[src/rtl/sce_pkg.sv]
`default_nettype none

package sce_pkg;

    localparam int CFG_IDX_W = 1;
    typedef logic [CFG_IDX_W-1:0] cfg_idx_t;

    localparam cfg_idx_t REG_TIME_CONST = 1'd0;
    localparam cfg_idx_t REG_CENTER     = 1'd1;

    localparam int CFG_DATA_W = 12;
    localparam int TC_W       = 10;
    localparam int CENTER_W   = 12;
    localparam int SAMPLE_W   = 12;
    localparam int TIME_W     = 32;
    localparam int ANGLE_W    = 16;

    localparam logic [ANGLE_W-1:0] MAX_ANGLE = 16'd35999;

    // Angles inside the core are in units of 2^-16 centidegree.
    localparam int TURN_W = 34;
    typedef logic signed [TURN_W-1:0] turn_t;
    localparam turn_t HALF_TURN = 34'sd1179648000;
    localparam turn_t FULL_TURN = 34'sd2359296000;

    localparam int TAB_LEN = 24;
    localparam int ATAN_W  = 30;
    typedef logic [ATAN_W-1:0] atan_t;

    function automatic atan_t atan_lookup(input logic [4:0] idx);
        atan_t v;
        case (idx)
            5'd0:    v = 30'd294912000;
            5'd1:    v = 30'd174096719;
            5'd2:    v = 30'd91987925;
            5'd3:    v = 30'd46694507;
            5'd4:    v = 30'd23437865;
            5'd5:    v = 30'd11730358;
            5'd6:    v = 30'd5866610;
            5'd7:    v = 30'd2933484;
            5'd8:    v = 30'd1466765;
            5'd9:    v = 30'd733385;
            5'd10:   v = 30'd366693;
            5'd11:   v = 30'd183347;
            5'd12:   v = 30'd91673;
            5'd13:   v = 30'd45837;
            5'd14:   v = 30'd22918;
            5'd15:   v = 30'd11459;
            5'd16:   v = 30'd5730;
            5'd17:   v = 30'd2865;
            5'd18:   v = 30'd1432;
            5'd19:   v = 30'd716;
            5'd20:   v = 30'd358;
            5'd21:   v = 30'd179;
            5'd22:   v = 30'd90;
            5'd23:   v = 30'd45;
            default: v = '0;
        endcase
        return v;
    endfunction

endpackage

`default_nettype wire

[src/rtl/sincos_encoder_angle_core.sv]
// Channel    Direction  Handshake               Contents
// s_         in         s_tvalid / s_tready     cos_sample, sin_sample, timestamp_ms
// m_         out        m_tvalid / m_tready     angle_centideg (tdata), angle_valid (tuser)
// cfg_       in         cfg_we                  time_constant_ms, center_offset
//
// An angle is ready once the bit-serial filter division and the CORDIC rotation loop are through;
// the rotation ends early when its residue reaches zero, and a zero range skips it.
// The core takes a new sample only while its sequencer is idle, from the cycle after an angle
// is loaded, so it cannot take a new sample before it is through with the last one.
// A finished angle sits in the output register, so the next sample can enter while it waits;
// the following angle holds the sequencer until the waiting one is taken.
// rst_n is asynchronous and clears the filter, the min/max trackers and the handshakes.
`default_nettype none

module sincos_encoder_angle_core
    import sce_pkg::*;
#(
    parameter int ADC_BITS     = 12,
    parameter int FRAC_BITS    = 16,
    parameter int CORDIC_STEPS = 16
)
(
    input  wire logic                  clk,
    input  wire logic                  rst_n,
    input  wire logic                  s_tvalid,
    output logic                       s_tready,
    // [11:0] cos_sample, [23:12] sin_sample, [55:24] timestamp_ms
    input  wire logic [55:0]           s_tdata,
    output logic                       m_tvalid,
    input  wire logic                  m_tready,
    // [15:0] angle_centideg
    output logic [ANGLE_W-1:0]         m_tdata,
    // [0] angle_valid
    output logic                       m_tuser,
    input  wire logic                  cfg_we,
    input  wire cfg_idx_t              cfg_index,
    input  wire logic [CFG_DATA_W-1:0] cfg_data
);

    localparam int FILT_W  = ADC_BITS + FRAC_BITS;
    localparam int CENT_W  = (ADC_BITS > 12 ? ADC_BITS : 12) + FRAC_BITS;
    localparam int DROP    = CENT_W > 30 ? CENT_W - 30 : 0;
    localparam int MAG_W   = CENT_W - DROP;
    localparam int ALPHA_W = FRAC_BITS + 1;
    localparam int OPA_W   = FILT_W > MAG_W ? FILT_W : MAG_W;
    localparam int OPB_W   = ALPHA_W > MAG_W ? ALPHA_W : MAG_W;
    localparam int PROD_W  = OPA_W + OPB_W;
    localparam int XW      = 2 * MAG_W + 3;
    localparam int ZW      = 32;
    localparam int LIMIT   = CORDIC_STEPS < TAB_LEN ? CORDIC_STEPS : TAB_LEN;
    localparam int CNT_MAX = FRAC_BITS > TAB_LEN ? FRAC_BITS : TAB_LEN;
    localparam int CNT_W   = $clog2(CNT_MAX + 1);

    localparam logic [3:0] ST_IDLE   = 4'd0;
    localparam logic [3:0] ST_DIVI   = 4'd1;
    localparam logic [3:0] ST_DIV    = 4'd2;
    localparam logic [3:0] ST_MUL    = 4'd3;
    localparam logic [3:0] ST_MINMAX = 4'd4;
    localparam logic [3:0] ST_CENTER = 4'd5;
    localparam logic [3:0] ST_MULXY  = 4'd6;
    localparam logic [3:0] ST_CORDIC = 4'd7;
    localparam logic [3:0] ST_FINAL  = 4'd8;

    localparam logic [ALPHA_W-1:0] ALPHA_ONE = ALPHA_W'(1) << FRAC_BITS;

    logic [3:0]            state_reg;
    logic [CNT_W-1:0]      cnt_reg;
    logic [TC_W-1:0]       tc_reg;
    logic [CENTER_W-1:0]   center_reg;
    logic [TIME_W-1:0]     last_time_reg;
    logic [ADC_BITS-1:0]   raw_c_reg;
    logic [ADC_BITS-1:0]   raw_s_reg;
    logic [TIME_W:0]       den_reg;
    logic [TIME_W+1:0]     rem_reg;
    logic [ALPHA_W-1:0]    q_reg;
    logic [PROD_W-1:0]     prod_reg;
    logic [FILT_W-1:0]     acc_reg;
    logic [FILT_W-1:0]     filt_c_reg;
    logic [FILT_W-1:0]     filt_s_reg;
    logic [FILT_W-1:0]     low_c_reg;
    logic [FILT_W-1:0]     high_c_reg;
    logic [FILT_W-1:0]     low_s_reg;
    logic [FILT_W-1:0]     high_s_reg;
    logic                  neg_c_reg;
    logic                  neg_s_reg;
    logic                  ok_reg;
    logic [MAG_W-1:0]      mag_c_reg;
    logic [MAG_W-1:0]      mag_s_reg;
    logic [MAG_W-1:0]      rcd_reg;
    logic [MAG_W-1:0]      rsd_reg;
    logic signed [XW-1:0]  x_reg;
    logic signed [XW-1:0]  y_reg;
    logic signed [ZW-1:0]  z_reg;
    logic                  m_tvalid_reg;
    logic [ANGLE_W-1:0]    angle_reg;
    logic                  flag_reg;

    logic [TIME_W-1:0]     h;
    logic [ALPHA_W-1:0]    one_minus;
    logic [OPA_W-1:0]      opa;
    logic [OPB_W-1:0]      opb;
    logic [PROD_W-1:0]     prod_next;
    logic [FILT_W:0]       filt_sum;
    logic [TIME_W+1:0]     rem2;
    logic [FILT_W-1:0]     rc;
    logic [FILT_W-1:0]     rs;
    logic [CENT_W-1:0]     center_ext;
    logic [CENT_W-1:0]     fc_ext;
    logic [CENT_W-1:0]     fs_ext;
    logic signed [XW-1:0]  sx;
    logic signed [XW-1:0]  sy;
    logic signed [ZW-1:0]  atan_val;
    turn_t                 z_ext;
    turn_t                 full_q;
    turn_t                 full_w;
    logic [TURN_W-1:0]     rounded;
    logic [TURN_W-17:0]    angle_raw;
    logic [ANGLE_W-1:0]    angle_fin;
    logic                  out_free;

    assign s_tready = (state_reg == ST_IDLE);
    assign m_tvalid = m_tvalid_reg;
    assign m_tdata  = angle_reg;
    assign m_tuser  = flag_reg;
    assign out_free = !m_tvalid_reg || m_tready;

    assign h         = s_tdata[55:24] - last_time_reg;
    assign one_minus = ALPHA_ONE - q_reg;
    assign rem2      = {rem_reg[TIME_W:0], 1'b0};

    // Operand select for the shared multiplier.
    always_comb
    begin
        opa = '0;
        opb = '0;
        case (state_reg)
            ST_MUL:
            begin
                case (cnt_reg)
                    CNT_W'(0):
                    begin
                        opa = OPA_W'(raw_c_reg);
                        opb = OPB_W'(q_reg);
                    end
                    CNT_W'(1):
                    begin
                        opa = OPA_W'(filt_c_reg);
                        opb = OPB_W'(one_minus);
                    end
                    CNT_W'(2):
                    begin
                        opa = OPA_W'(raw_s_reg);
                        opb = OPB_W'(q_reg);
                    end
                    CNT_W'(3):
                    begin
                        opa = OPA_W'(filt_s_reg);
                        opb = OPB_W'(one_minus);
                    end
                    default:
                    begin
                        opa = '0;
                        opb = '0;
                    end
                endcase
            end
            ST_MULXY:
            begin
                if (cnt_reg == CNT_W'(0))
                begin
                    opa = OPA_W'(mag_c_reg);
                    opb = OPB_W'(rsd_reg);
                end
                else
                begin
                    opa = OPA_W'(mag_s_reg);
                    opb = OPB_W'(rcd_reg);
                end
            end
            default:
            begin
                opa = '0;
                opb = '0;
            end
        endcase
    end

    assign prod_next = PROD_W'(opa) * PROD_W'(opb);
    assign filt_sum  = (FILT_W + 1)'(acc_reg) + (FILT_W + 1)'(prod_reg >> FRAC_BITS);

    assign rc = (high_c_reg > low_c_reg) ? high_c_reg - low_c_reg : '0;
    assign rs = (high_s_reg > low_s_reg) ? high_s_reg - low_s_reg : '0;
    assign center_ext = CENT_W'({center_reg, {FRAC_BITS{1'b0}}});
    assign fc_ext     = CENT_W'(filt_c_reg);
    assign fs_ext     = CENT_W'(filt_s_reg);

    assign sx       = x_reg >>> cnt_reg;
    assign sy       = y_reg >>> cnt_reg;
    assign atan_val = ZW'($signed({2'b00, atan_lookup(5'(cnt_reg))}));

    // Unfold the first-quadrant angle by the signs of the centred channels.
    always_comb
    begin
        z_ext = TURN_W'(z_reg);
        if (!neg_c_reg && !neg_s_reg)
            full_q = z_ext;
        else if (neg_c_reg && !neg_s_reg)
            full_q = HALF_TURN - z_ext;
        else if (neg_c_reg && neg_s_reg)
            full_q = HALF_TURN + z_ext;
        else
            full_q = FULL_TURN - z_ext;
        full_w = full_q;
        if (full_q < 0)
            full_w = full_q + FULL_TURN;
        else if (full_q >= FULL_TURN)
            full_w = full_q - FULL_TURN;
    end

    assign rounded   = TURN_W'(full_w) + TURN_W'(32768);
    assign angle_raw = rounded[TURN_W-1:16];
    assign angle_fin = (angle_raw >= (TURN_W - 16)'(36000))
                     ? ANGLE_W'(angle_raw - (TURN_W - 16)'(36000))
                     : ANGLE_W'(angle_raw);

    always_ff @(posedge clk or negedge rst_n)
    begin
        if (!rst_n)
        begin
            tc_reg     <= TC_W'(50);
            center_reg <= CENTER_W'(2059);
        end
        else if (cfg_we)
        begin
            case (cfg_index)
                REG_TIME_CONST: tc_reg     <= cfg_data[TC_W-1:0];
                REG_CENTER:     center_reg <= cfg_data[CENTER_W-1:0];
                default:        tc_reg     <= tc_reg;
            endcase
        end
    end

    always_ff @(posedge clk or negedge rst_n)
    begin
        if (!rst_n)
        begin
            state_reg     <= ST_IDLE;
            cnt_reg       <= '0;
            last_time_reg <= '0;
            filt_c_reg    <= '0;
            filt_s_reg    <= '0;
            low_c_reg     <= '1;
            low_s_reg     <= '1;
            high_c_reg    <= '0;
            high_s_reg    <= '0;
            m_tvalid_reg  <= 1'b0;
        end
        else
        begin
            // In ST_FINAL the valid flag is handled by the sequencer below.
            if (m_tvalid_reg && m_tready && state_reg != ST_FINAL)
                m_tvalid_reg <= 1'b0;

            unique case (state_reg)
                ST_IDLE:
                begin
                    if (s_tvalid)
                    begin
                        last_time_reg <= s_tdata[55:24];
                        raw_c_reg     <= ADC_BITS'(s_tdata[11:0]);
                        raw_s_reg     <= ADC_BITS'(s_tdata[23:12]);
                        den_reg       <= (TIME_W + 1)'(h) + (TIME_W + 1)'(tc_reg);
                        rem_reg       <= (TIME_W + 2)'(h);
                        state_reg     <= ST_DIVI;
                    end
                end
                ST_DIVI:
                begin
                    cnt_reg <= '0;
                    if (den_reg == '0)
                    begin
                        // No time passed and a zero time constant: take the raw sample.
                        q_reg     <= ALPHA_ONE;
                        state_reg <= ST_MUL;
                    end
                    else
                    begin
                        if (rem_reg >= (TIME_W + 2)'(den_reg))
                        begin
                            rem_reg <= rem_reg - (TIME_W + 2)'(den_reg);
                            q_reg   <= ALPHA_W'(1);
                        end
                        else
                        begin
                            q_reg   <= '0;
                        end
                        state_reg <= ST_DIV;
                    end
                end
                ST_DIV:
                begin
                    if (rem2 >= (TIME_W + 2)'(den_reg))
                    begin
                        rem_reg <= rem2 - (TIME_W + 2)'(den_reg);
                        q_reg   <= {q_reg[ALPHA_W-2:0], 1'b1};
                    end
                    else
                    begin
                        rem_reg <= rem2;
                        q_reg   <= {q_reg[ALPHA_W-2:0], 1'b0};
                    end
                    if (cnt_reg == CNT_W'(FRAC_BITS - 1))
                    begin
                        cnt_reg   <= '0;
                        state_reg <= ST_MUL;
                    end
                    else
                    begin
                        cnt_reg <= cnt_reg + CNT_W'(1);
                    end
                end
                ST_MUL:
                begin
                    // Products are registered, so each comes out in the cycle after its operands go in.
                    prod_reg <= prod_next;
                    cnt_reg  <= cnt_reg + CNT_W'(1);
                    case (cnt_reg)
                        CNT_W'(1): acc_reg    <= FILT_W'(prod_reg);
                        CNT_W'(2): filt_c_reg <= filt_sum[FILT_W-1:0];
                        CNT_W'(3): acc_reg    <= FILT_W'(prod_reg);
                        CNT_W'(4):
                        begin
                            filt_s_reg <= filt_sum[FILT_W-1:0];
                            state_reg  <= ST_MINMAX;
                        end
                        default:   acc_reg    <= acc_reg;
                    endcase
                end
                ST_MINMAX:
                begin
                    if (filt_c_reg < low_c_reg)
                        low_c_reg <= filt_c_reg;
                    if (filt_c_reg > high_c_reg)
                        high_c_reg <= filt_c_reg;
                    if (filt_s_reg < low_s_reg)
                        low_s_reg <= filt_s_reg;
                    if (filt_s_reg > high_s_reg)
                        high_s_reg <= filt_s_reg;
                    state_reg <= ST_CENTER;
                end
                ST_CENTER:
                begin
                    cnt_reg   <= '0;
                    neg_c_reg <= fc_ext < center_ext;
                    neg_s_reg <= fs_ext < center_ext;
                    mag_c_reg <= MAG_W'(((fc_ext < center_ext) ? center_ext - fc_ext
                                                               : fc_ext - center_ext) >> DROP);
                    mag_s_reg <= MAG_W'(((fs_ext < center_ext) ? center_ext - fs_ext
                                                               : fs_ext - center_ext) >> DROP);
                    rcd_reg   <= MAG_W'(rc >> DROP);
                    rsd_reg   <= MAG_W'(rs >> DROP);
                    if (rc == '0 || rs == '0)
                    begin
                        ok_reg    <= 1'b0;
                        state_reg <= ST_FINAL;
                    end
                    else
                    begin
                        ok_reg    <= 1'b1;
                        state_reg <= ST_MULXY;
                    end
                end
                ST_MULXY:
                begin
                    prod_reg <= prod_next;
                    if (cnt_reg == CNT_W'(0))
                    begin
                        cnt_reg <= CNT_W'(1);
                    end
                    else if (cnt_reg == CNT_W'(1))
                    begin
                        x_reg   <= XW'(prod_reg);
                        cnt_reg <= CNT_W'(2);
                    end
                    else
                    begin
                        y_reg     <= XW'(prod_reg);
                        z_reg     <= '0;
                        cnt_reg   <= '0;
                        state_reg <= ST_CORDIC;
                    end
                end
                ST_CORDIC:
                begin
                    if (cnt_reg == CNT_W'(LIMIT) || y_reg == '0)
                    begin
                        state_reg <= ST_FINAL;
                    end
                    else
                    begin
                        if (y_reg > 0)
                        begin
                            x_reg <= x_reg + sy;
                            y_reg <= y_reg - sx;
                            z_reg <= z_reg + atan_val;
                        end
                        else
                        begin
                            x_reg <= x_reg - sy;
                            y_reg <= y_reg + sx;
                            z_reg <= z_reg - atan_val;
                        end
                        cnt_reg <= cnt_reg + CNT_W'(1);
                    end
                end
                ST_FINAL:
                begin
                    if (out_free)
                    begin
                        angle_reg    <= ok_reg ? angle_fin : '0;
                        flag_reg     <= ok_reg;
                        m_tvalid_reg <= 1'b1;
                        state_reg    <= ST_IDLE;
                    end
                end
                default:
                begin
                    state_reg <= ST_IDLE;
                end
            endcase
        end
    end

endmodule

`default_nettype wire

[config.mk]
export PLATFORM = sky130hd
export DESIGN_NAME = sincos_encoder_angle_core
export DESIGN_NICKNAME = d
export VERILOG_FILES = /design/src/rtl/sce_pkg.sv /design/src/rtl/sincos_encoder_angle_core.sv
export SDC_FILE = /design/constraint.sdc
export NUM_CORES = 2
export LEC_CHECK = 0
export ABC_CLOCK_PERIOD_IN_PS = 16300
export BUFFER_PORTS_ARGS = -buffer_cell sky130_fd_sc_hd__buf_2
export CORE_ASPECT_RATIO = 0.9
export CORE_UTILIZATION = 25
export CTS_CLUSTER_SIZE = 30
export DETAILED_ROUTE_END_ITERATION = 12
export PLACE_DENSITY = 0.38
export SLEW_MARGIN = 5
export SYNTH_ARGS = -nofsm -noshare
export SYNTH_HDL_FRONTEND = slang
export SYNTH_SLANG_ARGS = --single-unit
[constraint.sdc]
create_clock -name clk -period 16.3 [get_ports clk]
set_clock_uncertainty 0.15 [all_clocks]
set_input_delay 0.815 -clock clk [delete_from_list [all_inputs] [get_ports clk]]
set_output_delay 0.815 -clock clk [all_outputs]
set_load 0.01 [all_outputs]
---- Word level (Yosys, flattened, before mapping) ----
Memory sizes are Yosys's and may differ from the RTL's.
Cells that the tools add are included.
operators by class
  multiply operators ...................... 1
  equality and inequality tests ........... 26
  reduce and logical (&&, ||, !) cells .... 45
  shifts and indexed selects .............. 2
  mux-type cells .......................... 59
  order comparisons ....................... 14
  bitwise gates (word level) .............. 1
  add/sub/neg operators ................... 26
operators by type and width
  cell                                                                   count
  59-bit two-way mux                                                     8
  34-bit two-way mux                                                     9
  59-bit one-hot mux with 2 select lines                                 2
  28-bit two-way mux                                                     6
  28-bit subtractor                                                      6
  32-bit two-way mux                                                     4
  59-bit adder                                                           2
  59-bit by 5-bit >>> shifter with 59-bit output                         2
  59-bit subtractor                                                      2
  28-bit > comparator                                                    4
  28-bit < comparator                                                    4
  28-bit one-hot mux with 2 select lines                                 2
  28-bit one-hot mux with 4 select lines                                 1
  34-bit one-hot mux with 3 select lines                                 1
  34-bit by 33-bit >= comparator with 1-bit output                       2
  17-bit one-hot mux with 2 select lines                                 2
  34-bit by 33-bit subtractor with 34-bit output                         2
  32-bit one-hot mux with 2 select lines                                 1
  59-bit by 1-bit > comparator with 1-bit output, second input constant  1
  59-bit logical NOT                                                     1
  28-bit logical NOT                                                     2
  28-bit by 28-bit multiplier with 56-bit output                         1
  4-bit one-hot mux with 9 select lines                                  1
  34-bit by 17-bit adder with 34-bit output, second input constant       1
  49 further kinds                                                       107
storage, ports and cells
  bits in registers ....................... 706
  memories kept ........................... 1
  bits of input ports ..................... 74
  output and inout port bits .............. 19
  ROM bits ................................ 928
memories
  name             words  width  read ports  clocked after Yosys merged registers in  wr ports  line           RTL
  (no name shown)  32     29     1           0                                        0         sce_pkg.sv:32  case (idx)

---- Longest topological paths before layout ----
  depth after elaboration ................. 10
  mapped depth ............................ 50
  depth with buffers taken out ............ 42

---- Worst setup path after synthesis ----
No wires, ideal clock.
  kind .................................... reg2reg
  start ................................... reg cnt_reg[1]
  end ..................................... reg prod_reg[55], data pin
  slack ................................... 4151 ps
  cell stages (with the launch flop) ...... 47
  path buffers ............................ 11
  clock period less this slack ............ 12149 ps
  data arrival time ....................... 11739 ps
  required time ........................... 15890 ps
  cells stage by stage .................... dfrtp_1 buf_2 buf_2 buf_4 buf_4 buf_2 buf_2 inv_1 ha_1 clkbuf_1 nor2b_1 and2_1 clkbuf_1 buf_2 buf_2 mux2i_1 o22a_1 clkbuf_1 [... 11 more ...] fa_1 ha_1 o21a_1 o31ai_1 nor3_1 a2111oi_0 o31a_1 o31ai_1 nor3b_1 o32a_1 a221o_1 a21oi_1 o21bai_1 a2111oi_0 nor3_1 o21ai_0 a221o_1 xnor2_1
between the ends
  longest elaborated chain between the ends .. 5
  elaborated cells on any way between the ends .. 13
ends and longest elaborated chain
  item                                                                    line                              RTL
  from (decl)                                                             sincos_encoder_angle_core.sv:67   logic [CNT_W-1:0] cnt_reg;
  from (signal assigned)                                                  sincos_encoder_angle_core.sv:319  cnt_reg <= cnt_reg + CNT_W'(1);
  from (signal assigned)                                                  sincos_encoder_angle_core.sv:326  cnt_reg <= cnt_reg + CNT_W'(1);
  from (signal assigned)                                                  sincos_encoder_angle_core.sv:413  cnt_reg <= cnt_reg + CNT_W'(1);
  5-bit by 1-bit equality test with 1-bit output (tied with other cells)  sincos_encoder_angle_core.sv:139  case (cnt_reg)
  2-bit OR reduction (no line)                                            -
  17-bit one-hot mux with 2 select lines                                  sincos_encoder_angle_core.sv:139
  28-bit one-hot mux with 2 select lines                                  sincos_encoder_angle_core.sv:136  case (state_reg)
  28-bit by 28-bit multiplier with 56-bit output *                        sincos_encoder_angle_core.sv:188  assign prod_next = PROD_W'(opa) * PROD_W'(opb);
  net prod_next[55]                                                       sincos_encoder_angle_core.sv:102  logic [PROD_W-1:0] prod_next;
  to (signal assigned)                                                    sincos_encoder_angle_core.sv:325  prod_reg <= prod_next;
  to (signal assigned)                                                    sincos_encoder_angle_core.sv:375  prod_reg <= prod_next;
  to (decl)                                                               sincos_encoder_angle_core.sv:76   logic [PROD_W-1:0] prod_reg;
The timed path passes the listed nets; every way through them passes the cells marked *.
A chain may end at the register's enable or synchronous reset.

---- Final worst setup path ----
Same ends and word-level chain as after synthesis.

==> impl_results.md <==
* Die W at approximately 620 um
* Routability Congestion at between 0.9 and 1
* Total gr overflow at 0
* Slowest cell delay on critical path at 940 ps
* Leakage at 41.3 nW
* Synth warn at 0
* Core area at roughly 350,000 um2
* Area leader, netlist: edfxtp_1
* Peak fanout along the critical path at 46
* Footprint of the multi-input gates at 61,000 um2
* Sink Count at 706
* IO buf count at 92
* Slew @ Worst Pin at ~1300 ps
* Hold Buf Count CTS at 2
* Vias per std cell at around 5
* Hold Crit Class: primary input to register
* FF+latch count, synth at 706
* Pre-Repair DR Iteration Count at 8
* Relative slew slack at between 9 and 10%
* Setup CP Type: register to register
* Syn Inst Count at roughly 9,700
* Root Buffer: clkbuf_16
* Pins Over Slew Limit at 0
* Largest net degree at the start of global routing at ~120
* Critical Path AT at 13,840 ps
* Most numerous cell on the critical path: fa_1
* Status: complete, no violations
* Row count at ~200
* Total wire length at approximately 350,000 um
* Share of synthesized registers carrying an async set or reset at 32.9%
* FF/Latch Area at slightly above 20,000 um2
* Fmax at around 0.074 GHz
* Max Root-Sink Buffers at 3
* Post-synth EDFFs at around 470
* CTS tree: yes
* GRT Overall Usage at 19.9%
* CTS resizes at 0
* Post-Synthesis Net Count at approximately 11,000
* Layout cells sized above 1 at 9.66%
* Synth cell types at between 100 and 150
* Vias at ~73,000
* Detailed router's first-iteration violation count at approximately 6,200
* Final-report hold violation count at 0
* Post-CTS Setup Bufs at 0
* Fin crit share at approximately 83%
* VDD IR max at a little over 0.1 mV
* Synth top cells by count: 1,255 x inv_1, 1,050 x nand2_1, 888 x nor2_1
* Wire per inst at 24.6 um
* Final TNS setup at 0 ps
* Starting Density at approximately a quarter
* Cts bufs inserted at roughly 90
* Critical Path Source Type: register
* Die footprint at ~350,000 um2
* Area delta synth->final at 10.8%
* Register area share after synthesis at 23.1%
* Most frequent cell after synthesis: inv_1
* Final nets at ~11,000
* Clock H-tree levels at 3
* Yosys top cell area share at between 15 and 20%
* Fillers at 37,200
* Residual DRC at 0
* Main area contributors after synthesis: edfxtp_1 16%, fa_1 16%, ha_1 10%
* Initial antenna violation count at 13
* Mapped Area at 87,200 um2
* Vias in the first global route at ~73,000
* Crit. End Element: register
* Die H at about 560 um
* Critical Path RT at between 15,000 and 20,000 ps
* Finished Core Util at between 20% and 30%
* Clk slew on worst S/H paths at ~60 ps
* IO Count at between 90 and 100
* Clock latency on the worst-skew pair at ~770 ps
* DRT antenna net count at 0
* CP max stage cell: o21a_1
* Period minus WS final at 13,510 ps
* Pwr Total at around 22 mW
* Setup violators final at 0
* P per Cell Area at around 220 nW/um2
* Synth Flop Type: edfxtp_1
* Syn Area/Cell at roughly 9.0 um2
* First-pass GRT wire length at slightly above 500,000 um
* Dpl hpwl at 284,000 um
* # Max-Cap Violations at 0
* RSZ-0062 raised after global routing: false
[worst max-delay path: cells and delay by family, from the launching register on]
kind / cells / cell delay [ps]
DFF: 1 / 690
AOI/OAI and AO/OA: 13 / 4840
xor gates and xnor gates: 1 / 60
buffers and inverters: 6 / 1340
muxes: 1 / 300
adders and majority gates: 9 / 4190
and+or+nand+nor: 6 / 1590
[power by group]
group | internal (mW) | total (mW) | leakage, nW | switching, mW
Sequential | 2.82 | 3.56 | 7.04 | 0.744
Clock | 1.25 | 2.21 | 1.50 | 0.960
Combinational | 5.87 | 15.9 | 32.8 | 10.0
Total | 9.94 | 21.7 | 41.3 | 11.7
[metrics by stage]
stage	setup slack [ps]	std cells	cell area, um2	hold slack, ps
CTS	2770	14400	96600	0.870
global placement	2810	14200	93400	291
global route	1940	14400	96600	23.1
detailed placement	2820	14200	93400	296
floorplan	4150	9730	87200	276
finish	2790	14400	96600	75.8
[cell type report]
class / instances / share of cell area (%)
well taps: 4657 / 6.03
inverters: 1257 / 4.89
clock buffers: 113 / 2.57
repair buffers: 260 / 1.81
clock inverters: 56 / 0.673
diodes: 8 / 0.0207
flip-flops and latches: 706 / 20.8
multi-input cells: 7358 / 63.2
[per-layer routing]
metal,wire (um),GRT usage [%]
met1,172000,29.2
met2,154000,30.6
met3,21500,3.19
met4,6430,3.57
met5,42,0
[path summary, 6_finish.rpt]
path	startpoint	slack [ps]	to	cells after the start
max	cnt_reg[1]	2790	prod_reg[55]	36
min	s_tdata[22]	80	raw_s_reg[10]	1
max reg2reg	cnt_reg[1]	2790	prod_reg[55]	36
min reg2reg	prod_reg[15]	320	acc_reg[15]	0
max in group asynchronous	rst_n	13600	fc_ext[16]	5
min in group asynchronous	rst_n	400	filt_s_reg[2]	2
[layout by cell type (no fill, tap or decap), drive strengths merged, types with 25 or more instances in the layout]
cell type / instances
inv: 1262
nand2: 1050
nor2: 889
ha: 728
fa: 686
o21ai: 559
a21oi: 497
edfxtp: 474
xnor2: 342
buf: 258
xor2: 221
a21o: 205
mux2: 187
nor3: 184
mux2i: 183
dfrtp: 169
mux4: 151
nand3: 142
clkbuf: 113
nor2b: 98
o21a: 90
nand2b: 87
o21bai: 74
and3: 73
nand4: 72
a211oi: 68
a31oi: 67
dfstp: 63
nor4: 57
o31ai: 56
and2: 53
a22oi: 48
or3: 46
o22ai: 39
o211ai: 35
or2: 30
clkinv: 30
o22a: 25
[logic make-up after synthesis]
logic type	after synthesis	share of synthesized area [%]
mux	521	8.43
simple gates	2847	14.6
fa+ha+maj	1414	26.2
xor+xnor	563	5.67
compound gates	2013	14.7
buf+inv	1666	7.32
flops	706	23.1
(Power assumes the default switching activity.)
